===== config.mk =====
export PLATFORM = sky130hd
export DESIGN_NAME = srec_record_decoder_flat
export DESIGN_NICKNAME = d
export VERILOG_FILES = /design/src/rtl/srec_pkg.sv /design/src/rtl/srec_if.sv /design/src/rtl/srec_parse.sv /design/src/rtl/srec_res_queue.sv /design/src/rtl/srec_record_decoder.sv /design/src/flat_wrapper.sv
export SDC_FILE = /design/constraint.sdc
export NUM_CORES = 1
export LEC_CHECK = 0
export BUFFER_PORTS_ARGS = -buffer_cell sky130_fd_sc_hd__buf_4
export CORE_ASPECT_RATIO = 1.5
export CORE_MARGIN = 2
export CORE_UTILIZATION = 63
export DETAILED_ROUTE_END_ITERATION = 8
export GPL_ROUTABILITY_DRIVEN = 0
export PLACE_DENSITY = 0.81
export SETUP_SLACK_MARGIN = 0.3
export SYNTH_ARGS = -nofsm -noshare
export SYNTH_HDL_FRONTEND = slang
export SYNTH_HIERARCHICAL = 1
export SYNTH_SLANG_ARGS = --single-unit

===== constraint.sdc =====
create_clock -name clk_i -period 7.6 [get_ports clk_i]
set_input_delay 1.52 -clock clk_i [delete_from_list [all_inputs] [get_ports clk_i]]
set_output_delay 1.52 -clock clk_i [all_outputs]
set_load 0.05 [all_outputs]

===== src/rtl/srec_pkg.sv =====
package srec_pkg;

  // Largest payload a record may carry; the count byte runs from 3 to MaxData + 3.
  localparam int unsigned MaxData = 64;
  localparam logic [8:0] CountMax = 9'(MaxData + 3);
  localparam logic [8:0] CountMin = 9'd3;
  localparam logic [9:0] PosMax = 10'd1023;

  localparam logic [7:0] CharS  = 8'h53;
  localparam logic [7:0] Char0  = 8'h30;
  localparam logic [7:0] Char1  = 8'h31;
  localparam logic [7:0] Char9  = 8'h39;
  localparam logic [7:0] CharLf = 8'h0A;
  localparam logic [7:0] CharCr = 8'h0D;
  localparam logic [7:0] CharUa = 8'h41;
  localparam logic [7:0] CharUf = 8'h46;
  localparam logic [7:0] CharLa = 8'h61;
  localparam logic [7:0] CharLf_hex = 8'h66;

  typedef enum logic [0:0] {
    KindData   = 1'b0,
    KindStatus = 1'b1
  } srec_item_kind_e;

  typedef enum logic [1:0] {
    RecS0 = 2'd0,
    RecS1 = 2'd1,
    RecS9 = 2'd2
  } srec_rec_kind_e;

  typedef enum logic [1:0] {
    StOk        = 2'd0,
    StMalformed = 2'd1,
    StChecksum  = 2'd2
  } srec_status_e;

  typedef struct packed {
    logic [0:0]  item_kind;
    logic [7:0]  data_byte;
    logic [7:0]  byte_index;
    logic [15:0] load_address;
    logic [1:0]  record_kind;
    logic [1:0]  status_code;
    logic [7:0]  payload_length;
    logic        final_item;
  } srec_result_t;

  typedef struct packed {
    logic       valid;
    logic [3:0] value;
  } srec_nibble_t;

  function automatic srec_nibble_t decode_hex_char(input logic [7:0] c);
    srec_nibble_t n;
    n.valid = 1'b1;
    n.value = 4'd0;
    if (c >= Char0 && c <= Char9) begin
      n.value = 4'(c - Char0);
    end else if (c >= CharUa && c <= CharUf) begin
      n.value = 4'(c - CharUa + 8'd10);
    end else if (c >= CharLa && c <= CharLf_hex) begin
      n.value = 4'(c - CharLa + 8'd10);
    end else begin
      n.valid = 1'b0;
    end
    return n;
  endfunction

endpackage


===== src/rtl/srec_if.sv =====
interface srec_in_if;
  logic       valid;
  logic       ready;
  logic [7:0] char_code;
  logic       end_of_line;

  modport source (output valid, output char_code, output end_of_line, input ready);
  modport sink (input valid, input char_code, input end_of_line, output ready);
endinterface

interface srec_out_if;
  logic        valid;
  logic        ready;
  logic        item_kind;
  logic [7:0]  data_byte;
  logic [7:0]  byte_index;
  logic [15:0] load_address;
  logic [1:0]  record_kind;
  logic [1:0]  status_code;
  logic [7:0]  payload_length;
  logic        final_item;

  modport source (output valid, output item_kind, output data_byte, output byte_index,
                  output load_address, output record_kind, output status_code,
                  output payload_length, output final_item, input ready);
  modport sink (input valid, input item_kind, input data_byte, input byte_index,
                input load_address, input record_kind, input status_code,
                input payload_length, input final_item, output ready);
endinterface


===== src/rtl/srec_parse.sv =====
module srec_parse (
  input  logic                  clk_i,
  input  logic                  rst_ni,
  input  logic                  accept_i,
  input  logic [7:0]            char_code_i,
  input  logic                  end_of_line_i,
  output logic                  push0_o,
  output logic                  push1_o,
  output srec_pkg::srec_result_t res0_o,
  output srec_pkg::srec_result_t res1_o
);
  import srec_pkg::*;

  logic [9:0]  pos_q, pos_d;
  logic [7:0]  cnt_q, cnt_d;
  logic [7:0]  sum_q, sum_d;
  logic [3:0]  hi_q, hi_d;
  logic [15:0] addr_q, addr_d;
  logic [1:0]  type_q, type_d;
  logic        mal_q, mal_d;
  logic        trail_q, trail_d;
  logic [7:0]  chk_q, chk_d;

  srec_nibble_t nib;
  logic [7:0]   v;
  logic [8:0]   b;
  logic         data_v;
  logic [7:0]   data_idx;
  logic [7:0]   plen;
  logic [10:0]  want_len;
  logic [1:0]   status;
  srec_result_t data_res, stat_res;

  always_comb begin
    pos_d   = pos_q;
    cnt_d   = cnt_q;
    sum_d   = sum_q;
    hi_d    = hi_q;
    addr_d  = addr_q;
    type_d  = type_q;
    mal_d   = mal_q;
    trail_d = trail_q;
    chk_d   = chk_q;
    data_v  = 1'b0;
    nib     = decode_hex_char(char_code_i);
    v       = {hi_q, nib.value};
    b       = pos_q[9:1] - 9'd1;
    data_idx = 8'(b - 9'd3);

    if (char_code_i == CharLf || char_code_i == CharCr) begin
      trail_d = 1'b1;
    end else if (trail_q) begin
      mal_d = 1'b1;
    end else begin
      if (pos_q != PosMax) begin
        pos_d = pos_q + 10'd1;
      end
      if (!mal_q) begin
        if (pos_q == 10'd0) begin
          if (char_code_i != CharS) mal_d = 1'b1;
        end else if (pos_q == 10'd1) begin
          case (char_code_i)
            Char0:   type_d = RecS0;
            Char1:   type_d = RecS1;
            Char9:   type_d = RecS9;
            default: mal_d = 1'b1;
          endcase
        end else if (!nib.valid) begin
          mal_d = 1'b1;
        end else if (!pos_q[0]) begin
          hi_d = nib.value;
        end else if (b == 9'd0) begin
          // count byte
          if ({1'b0, v} < CountMin || {1'b0, v} > CountMax) begin
            mal_d = 1'b1;
          end else begin
            cnt_d = v;
            sum_d = v;
          end
        end else if (b == 9'd1 || b == 9'd2) begin
          addr_d = {addr_q[7:0], v};
          sum_d  = sum_q + v;
        end else if (b < {1'b0, cnt_q}) begin
          sum_d  = sum_q + v;
          data_v = 1'b1;
        end else if (b == {1'b0, cnt_q}) begin
          chk_d = v;
        end else begin
          mal_d = 1'b1;
        end
      end
    end

    plen     = (cnt_d >= 8'd3) ? cnt_d - 8'd3 : 8'd0;
    want_len = 11'd4 + {2'b00, cnt_d, 1'b0};
    if (mal_d || cnt_d < 8'd3 || {1'b0, pos_d} != want_len) begin
      status = StMalformed;
    end else if (chk_d != ~sum_d) begin
      status = StChecksum;
    end else begin
      status = StOk;
    end

    data_res.item_kind      = KindData;
    data_res.data_byte      = v;
    data_res.byte_index     = data_idx;
    data_res.load_address   = addr_d;
    data_res.record_kind    = type_d;
    data_res.status_code    = StOk;
    data_res.payload_length = plen;
    data_res.final_item     = !end_of_line_i;

    stat_res.item_kind      = KindStatus;
    stat_res.data_byte      = 8'd0;
    stat_res.byte_index     = 8'd0;
    stat_res.load_address   = addr_d;
    stat_res.record_kind    = type_d;
    stat_res.status_code    = status;
    stat_res.payload_length = plen;
    stat_res.final_item     = 1'b1;

    if (data_v) begin
      res0_o  = data_res;
      res1_o  = stat_res;
      push0_o = accept_i;
      push1_o = accept_i && end_of_line_i;
    end else begin
      res0_o  = stat_res;
      res1_o  = stat_res;
      push0_o = accept_i && end_of_line_i;
      push1_o = 1'b0;
    end
  end

  always_ff @(posedge clk_i or negedge rst_ni) begin
    if (!rst_ni) begin
      pos_q   <= '0;
      cnt_q   <= '0;
      sum_q   <= '0;
      hi_q    <= '0;
      addr_q  <= '0;
      type_q  <= '0;
      mal_q   <= 1'b0;
      trail_q <= 1'b0;
      chk_q   <= '0;
    end else if (accept_i) begin
      if (end_of_line_i) begin
        // line done: back to the reset state for the next line
        pos_q   <= '0;
        cnt_q   <= '0;
        sum_q   <= '0;
        hi_q    <= '0;
        addr_q  <= '0;
        type_q  <= '0;
        mal_q   <= 1'b0;
        trail_q <= 1'b0;
        chk_q   <= '0;
      end else begin
        pos_q   <= pos_d;
        cnt_q   <= cnt_d;
        sum_q   <= sum_d;
        hi_q    <= hi_d;
        addr_q  <= addr_d;
        type_q  <= type_d;
        mal_q   <= mal_d;
        trail_q <= trail_d;
        chk_q   <= chk_d;
      end
    end
  end

endmodule


===== src/rtl/srec_res_queue.sv =====
module srec_res_queue (
  input  logic                  clk_i,
  input  logic                  rst_ni,
  input  logic                  push0_i,
  input  logic                  push1_i,
  input  srec_pkg::srec_result_t res0_i,
  input  srec_pkg::srec_result_t res1_i,
  output logic                  space_o,
  output logic                  valid_o,
  input  logic                  pop_i,
  output srec_pkg::srec_result_t res_o
);
  import srec_pkg::*;

  srec_result_t mem_q [4];
  logic [1:0] wr_q, rd_q;
  logic [2:0] cnt_q;
  logic [1:0] wr_next;
  logic [1:0] n_push;
  logic       pop;

  assign wr_next = wr_q + 2'd1;
  assign n_push  = {1'b0, push0_i} + {1'b0, push1_i};
  assign pop     = pop_i && valid_o;
  assign valid_o = cnt_q != 3'd0;
  // room for the two results one item can cause
  assign space_o = cnt_q <= 3'd2;
  assign res_o   = mem_q[rd_q];

  always_ff @(posedge clk_i) begin
    if (push0_i) mem_q[wr_q] <= res0_i;
    if (push1_i) mem_q[wr_next] <= res1_i;
  end

  always_ff @(posedge clk_i or negedge rst_ni) begin
    if (!rst_ni) begin
      wr_q  <= '0;
      rd_q  <= '0;
      cnt_q <= '0;
    end else begin
      wr_q  <= wr_q + n_push;
      if (pop) rd_q <= rd_q + 2'd1;
      cnt_q <= cnt_q + {1'b0, n_push} - {2'b00, pop};
    end
  end

endmodule


===== src/rtl/srec_record_decoder.sv =====
// S-record line decoder for S0/S1/S9 records with a 16-bit address. Characters of one line
// enter one per cycle on in_i while it is ready, the last one flagged by end_of_line; the
// decoder then returns to its reset state for the next line. Every completed data byte comes
// out as a data item, and the flagged character adds a status item (ok, malformed, checksum
// mismatch), so a character causes at most two items. Each character is decoded
// combinationally against the line state registers and its items go into a four-entry
// result queue; in_i is ready whenever that queue has room for two items, so one character
// per cycle is sustained while out_o drains, and results leave the queue on out_o in order.
module srec_record_decoder (
  input  logic       clk_i,
  input  logic       rst_ni,
  srec_in_if.sink    in_i,
  srec_out_if.source out_o
);
  import srec_pkg::*;

  logic         accept;
  logic         push0, push1;
  logic         space;
  srec_result_t res0, res1, head;

  assign in_i.ready = space;
  assign accept     = in_i.valid && space;

  srec_parse u_parse (
    .clk_i        (clk_i),
    .rst_ni       (rst_ni),
    .accept_i     (accept),
    .char_code_i  (in_i.char_code),
    .end_of_line_i(in_i.end_of_line),
    .push0_o      (push0),
    .push1_o      (push1),
    .res0_o       (res0),
    .res1_o       (res1)
  );

  srec_res_queue u_queue (
    .clk_i  (clk_i),
    .rst_ni (rst_ni),
    .push0_i(push0),
    .push1_i(push1),
    .res0_i (res0),
    .res1_i (res1),
    .space_o(space),
    .valid_o(out_o.valid),
    .pop_i  (out_o.ready),
    .res_o  (head)
  );

  assign out_o.item_kind      = head.item_kind;
  assign out_o.data_byte      = head.data_byte;
  assign out_o.byte_index     = head.byte_index;
  assign out_o.load_address   = head.load_address;
  assign out_o.record_kind    = head.record_kind;
  assign out_o.status_code    = head.status_code;
  assign out_o.payload_length = head.payload_length;
  assign out_o.final_item     = head.final_item;

endmodule

===== src/flat_wrapper.sv =====
// flat-port wrapper written by rule: the top's interface ports become plain ports
module srec_record_decoder_flat import srec_pkg::*;
  (clk_i, rst_ni, in_i_valid, in_i_char_code, in_i_end_of_line, in_i_ready, out_o_valid, out_o_item_kind, out_o_data_byte, out_o_byte_index, out_o_load_address, out_o_record_kind, out_o_status_code, out_o_payload_length, out_o_final_item, out_o_ready);
  srec_in_if in_i_i ();
  srec_out_if out_o_i ();
  input  logic clk_i;
  input  logic rst_ni;
  input wire logic [$bits(in_i_i.valid)-1:0] in_i_valid;
  input wire logic [$bits(in_i_i.char_code)-1:0] in_i_char_code;
  input wire logic [$bits(in_i_i.end_of_line)-1:0] in_i_end_of_line;
  output wire logic [$bits(in_i_i.ready)-1:0] in_i_ready;
  output wire logic [$bits(out_o_i.valid)-1:0] out_o_valid;
  output wire logic [$bits(out_o_i.item_kind)-1:0] out_o_item_kind;
  output wire logic [$bits(out_o_i.data_byte)-1:0] out_o_data_byte;
  output wire logic [$bits(out_o_i.byte_index)-1:0] out_o_byte_index;
  output wire logic [$bits(out_o_i.load_address)-1:0] out_o_load_address;
  output wire logic [$bits(out_o_i.record_kind)-1:0] out_o_record_kind;
  output wire logic [$bits(out_o_i.status_code)-1:0] out_o_status_code;
  output wire logic [$bits(out_o_i.payload_length)-1:0] out_o_payload_length;
  output wire logic [$bits(out_o_i.final_item)-1:0] out_o_final_item;
  input wire logic [$bits(out_o_i.ready)-1:0] out_o_ready;
  assign in_i_i.valid = in_i_valid;
  assign in_i_i.char_code = in_i_char_code;
  assign in_i_i.end_of_line = in_i_end_of_line;
  assign in_i_ready = in_i_i.ready;
  assign out_o_valid = out_o_i.valid;
  assign out_o_item_kind = out_o_i.item_kind;
  assign out_o_data_byte = out_o_i.data_byte;
  assign out_o_byte_index = out_o_i.byte_index;
  assign out_o_load_address = out_o_i.load_address;
  assign out_o_record_kind = out_o_i.record_kind;
  assign out_o_status_code = out_o_i.status_code;
  assign out_o_payload_length = out_o_i.payload_length;
  assign out_o_final_item = out_o_i.final_item;
  assign out_o_i.ready = out_o_ready;
  srec_record_decoder u_core (.clk_i(clk_i), .rst_ni(rst_ni), .in_i(in_i_i), .out_o(out_o_i));
endmodule

=== After elaboration in Yosys (flattened, before gate mapping) ===
Memory sizes are Yosys's and may differ from the RTL's.
Index checks and enable logic that the tools add are counted.

* Register bits after elaboration: 65
* Latch bits: 0
* RAM bits: 184
* ROM bits: 0
* Bits of input ports: 13
* Output and inout bits: 48
* Memories kept: 1

* Add/sub/neg operators: 17
* Multiply operators: 0
* Divide/modulo/power cells: 0
* Order comparisons: 12
* Equality and inequality tests: 19
* Shifts and indexed selects: 0
* Multiplexer cells: 106
* Bitwise logic cells: 1
* Reduce and logical (&&, ||, !) cells: 20

{| class="wikitable"
|+ Memory list
! name !! depth !! bits a word !! rd ports !! clocked after Yosys merged registers in !! write ports !! RTL line !! RTL
|-
| u_core.u_queue.mem_q || 4 || 46 || 1 || 0 || 2 || srec_res_queue.sv:15 || <nowiki>srec_result_t mem_q [4];</nowiki>
|}

{| class="wikitable"
|+ Operators by type and width
! cell !! number
|-
| two-way mux 8 bit || 35
|-
| two-way mux 16 bit || 10
|-
| two-way mux 46 bit || 1
|-
| two-way mux 4 bit || 11
|-
| two-way mux 10 bit || 4
|-
| two-way mux 1 bit || 36
|-
| == test 8 x 6 -> 1 bit, second input constant || 3
|-
| == test 8 x 4 -> 1 bit, second input constant || 2
|-
| greater-or-equal comparator 8 x 7 -> 1 bit, second input constant || 2
|-
| less-or-equal comparator 8 x 7 -> 1 bit, second input constant || 2
|-
| < comparator 8 x 2 -> 1 bit, second input constant || 2
|-
| two-way mux 2 bit || 8
|-
| subtractor 8 x 2 -> 8 bit, second input constant || 2
|-
| inequality test 2 bit, second input constant || 6
|-
| subtractor 4 x 1 -> 4 bit, second input constant || 3
|-
| adder 10 x 1 -> 10 bit, second input constant || 1
|-
| adder 3 x 9 -> 10 bit, first input constant || 1
|-
| == test 10 x 1 -> 1 bit, second input constant || 1
|-
| zero test 10 bit || 1
|-
| inequality test 10 bit || 1
|-
| inequality test 10 bit, second input constant || 1
|-
| == test 9 x 1 -> 1 bit, second input constant || 1
|-
| == test 9 x 2 -> 1 bit, second input constant || 1
|-
| == test 9 x 8 -> 1 bit || 1
|-
| other kinds (27) || 39
|}

=== Longest topological paths before layout ===
* Depth after elaboration: 21
* Gate-level depth with buffers: 22
* Gate-level depth less buffers: 22

=== Modules after synthesis ===
The synthesis kept the hierarchy.

{| class="wikitable"
|+ By module, submodules not included
! module !! times used !! cells each !! area an instance (um^2)
|-
| srec_res_queue || 1 || 485 || 9457.8
|-
| srec_parse || 1 || 711 || 5918.2
|-
| srec_record_decoder || 1 || 1 || 6.3
|}

=== Least setup slack after synthesis ===
OpenSTA, ideal clock, no wires.

* Kind: input port to flip-flop
* Start point: input in_i_char_code[1]
* End point: memory u_core/u_queue/mem_q[0][0] (netlist bit) (enable)
* Arrival: 6.953 ns
* Required time: 7.087 ns
* Slack: 0.134 ns
* Cell stages on the path: 13
* Buffers on the path: 0
* Path through: inv_1 > ha_1 > mux2_2 > a41oi_1 > and3b_1 > nand4_2 > nor2_1 > nand2_1 > nor2_1 > nor2_1 > nor2_1 > nand2b_1 > o21ai_0

{| class="wikitable"
|+ RTL lines
! what !! RTL line !! RTL
|-
| start: declaration || flat_wrapper.sv:9 || <nowiki>input wire logic [$bits(in_i_i.char_code)-1:0] in_i_char_code;</nowiki>
|-
| end: declaration || srec_res_queue.sv:15 ||
|}

==> results.json <==
{
  "fin_crit_sh_pct": 80.3,
  "yosys.area_share.xor_xnor_pct": 2.62,
  "grt_pass1_vias": 9920,
  "r2r_start": "u_core/u_parse/pos_q[1]",
  "cts_resized": 0,
  "clock-sinks": 249,
  "critPathTopFamily": "compound AO/OA/AOI/OAI gates",
  "hold_viol_final": 0,
  "drc": 0,
  "grtUsageMet1_pct": 33.7,
  "fin_cells": 1523,
  "fin_crit_ns": 6.10,
  "num_rows": 70,
  "die_w_um": 132,
  "synthTopCellsByCount": "184 x edfxtp_1, 164 x mux2_2, 77 x buf_4",
  "ys_ff_latch": 249,
  "met3_usage_pct": 2.88,
  "grt_setup_unrepaired": "false",
  "tns_ns": 0,
  "place_ws_ns": 1.08,
  "final_antenna_net_count": 0,
  "ios": 61,
  "synth_compound_area_share_pct": 9.57,
  "n_fill_cell": 1720,
  "cts-hold-fix-buffers": 0,
  "worst_pin_slew_ns": 1.00,
  "synth_sequential_area_ratio_pct": 46.5,
  "clock_latency_ns": 0.52,
  "wl_per_cell_um": 22.8,
  "fin_util_pct": 67.6,
  "cts_tree": "yes",
  "clk_pin_slew_ns": 0.07,
  "cp-start-kind": "primary input",
  "multiInputGateArea_mm2": 0.00723,
  "yosys_warnings": 6,
  "critPathArrivalTime_ns": 6.37,
  "path_max_fanout": 8,
  "post-place-cells": 1479,
  "rr_endpoint": "u_core/u_queue/mem_q[1][10]",
  "core_mm2": 0.0242,
  "grt_use_met2_pct": 47.7,
  "yosys.cell_types.count": 97,
  "synthTopCellsByArea": "edfxtp_1 36%, mux2_2 12%, dfrtp_1 11%",
  "h-tree-depth": 1,
  "route.vias.total": 9746,
  "end_kind": "flop",
  "io_buffers": 60,
  "p_leak_uw": 0.00635,
  "post_cts_buffers": 0,
  "peakVddDrop_uv": 326,
  "synth.top_cell.area_share_pct": 35.9,
  "criticalPathCategory": "primary input to flop",
  "synth-edff-count": 184,
  "wl_um": 34700,
  "critPathSlowestCell": "a41oi_1",
  "antenna_found_initial": 0,
  "dp_hpwl_um": 22800,
  "synth_top_family_by_area": "multiplexers",
  "critPathMaxStageDelay_ns": 0.45,
  "synthMuxAreaShare_pct": 22.9,
  "first_pass_iters": 5,
  "ff2ff_path_depth": 17,
  "drt_iter0_markers": 768,
  "diodes": 0,
  "cts_made_buffers": 24,
  "initial_utilization_pct": 63.6,
  "grt_pass1_wl_um": 55000,
  "grt_use_total_pct": 27.2,
  "clock_skew_ns": 0.0161,
  "syn_avg_cell_area_um2": 12.9,
  "via_per_inst": 6.40,
  "grt_start_max_net_pins": 66,
  "cp_data_required_time_ns": 7.87,
  "status": "finished clean",
  "clock_tree.buffer_depth": 3,
  "hold_ws_ns": 0.496,
  "netlist_instances": 1197,
  "yosysTopAreaCell": "edfxtp_1",
  "maxSlewHeadroom_pct": 32.2,
  "final_layout_size_suffix_gt1_share_pct": 32.2,
  "path_cells": "buf_4 > inv_1 > ha_1 > mux2_2 > a41oi_1 > and3b_1 > nand4_2 > nor2_2 > nand2_1 > o21ai_0 > ha_1 > xnor2_1 > o21ai_1 > o21ai_0 > nand2b_1 > a2111o_1 > a2111oi_4 > o221ai_2 > and2_1 > mux2_2",
  "ff_latch_area_mm2": 0.00716,
  "nets": 1231,
  "yosysMostFrequentCell": "edfxtp_1",
  "areaGrowthSynthToFinish_pct": 6.22,
  "synthAdderAreaFrac_pct": 3.11,
  "reg2reg_slack_ns": 1.83,
  "synth_simple_gate_area_share_pct": 8.09,
  "hold_depth": 2,
  "die_h_um": 195,
  "gr-max-usage-layer": "met2",
  "hp-start": "u_core/u_parse/chk_q[3]",
  "min-delay-path-class": "flop to flop",
  "setup_ws_ns": 1.50,
  "maxCapViolCount": 0,
  "critical_path_buf_inv_count": 2,
  "die_area_mm2": 0.0257,
  "fmax_ghz": 0.164,
  "overflow": 0,
  "holdPathEnd": "u_core/u_parse/chk_q[3]",
  "finalMaxSlewViolations": 0,
  "powerDensity_mw_per_mm2": 301,
  "synthFlopType": "edfxtp_1",
  "setup_viol": 0,
  "root_buffer": "clkbuf_16",
  "netlist_area_mm2": 0.0154,
  "async_reset_ff_share_pct": 26.1
}
-- layer usage --
layer  routed length (µm)  vias up
li1                     -     4451
met1                13400     4828
met2                17900      372
met3                 1860       95
met4                 1610        0
met5                    0        -
-- cells by family after synthesis --
family	Yosys count
multiplexers	258
flip-flops	249
AND/OR/NAND/NOR	231
AO/OA/AOI/OAI	194
buffers and inverters	180
XOR/XNOR	46
adder cells (fa/ha/maj)	37
other	2
-- cells in the final DEF, fill, tap and decap left out, types with 24 or more instances in the layout --
cell       netlist  routed
a21oi_1         24      24
a22o_1          32      32
buf_4           77      75
clkbuf_16        0      25
dfrtp_1         65      63
edfxtp_1       184     184
ha_1            35      35
inv_1           44      44
mux2_2         164     164
mux2_4          30      30
mux4_2          46      46
nand2_1         41      41
nor2_1          63      60
o21ai_0         42      40
xnor2_1         32      32
-- worst reg2reg max path: stages, from the launching register on --
cell,delay [ns]
dfrtp_1,0.55
inv_1,0.33
ha_1,0.32
nor2b_1,0.26
nand2_1,0.16
xnor2_1,0.28
inv_1,0.11
ha_1,0.32
a211oi_1,0.27
o221ai_1,0.16
a311o_1,0.48
a211oi_1,0.63
a21oi_1,0.25
a221oi_1,0.45
xor2_1,0.13
nor4_1,0.39
nor2_1,0.14
mux2_2,0.29
-- worst max-delay path by stage --
stage               depth (start not counted)               from                          to  slack (ns)
floorplan                                  13  in_i_char_code[1]  u_core/u_queue/mem_q[0][0]        0.13
global placement                           20  in_i_char_code[1]  u_core/u_queue/mem_q[3][9]        1.21
detailed placement                         20  in_i_char_code[1]  u_core/u_queue/mem_q[3][9]        1.08
CTS                                        20  in_i_char_code[1]  u_core/u_queue/mem_q[0][9]        1.59
global route                               20  in_i_char_code[1]  u_core/u_queue/mem_q[0][9]        1.24
finish                                     20  in_i_char_code[1]  u_core/u_queue/mem_q[0][9]        1.50
-- sequential cells by signal, indices dropped and copies added (netlist names) --
signal / cells
u_core/u_parse/cnt_q: 8
u_core/u_queue/rd_q: 2
u_core/u_queue/mem_q: 184
u_core/u_parse/trail_q: 1
u_core/u_parse/chk_q: 8
u_core/u_parse/hi_q: 4
u_core/u_parse/type_q: 2
u_core/u_parse/addr_q: 16
u_core/u_parse/sum_q: 8
u_core/u_parse/pos_q: 10
u_core/u_parse/mal_q: 1
u_core/u_queue/cnt_q: 3
u_core/u_queue/wr_q: 2
-- final cells by class --
class	count	area share [%]
Sequential cell	249	43.8
Tap cell	324	2.48
Clock inverter	15	0.750
Multi-Input combinational cell	784	44.3
Timing Repair Buffer	77	3.69
Clock buffer	29	3.98
Inverter	45	1.03
-- stage by stage --
stage | instance area, µm² | power [µW]
finish | 16300 | 4910
global placement | 15600 | 3730
detailed placement | 15600 | 3760
floorplan | 15400 | 3290
global route | 16300 | 5110
CTS | 16300 | 4920
-- power by group --
group          total, µW  internal (µW)  switching, µW
Clock               1170            651            520
Sequential          1750           1590            165
Combinational       1990            740           1250
Total               4910           2980           1930
No activity file was read; power rests on OpenSTA's default activity.
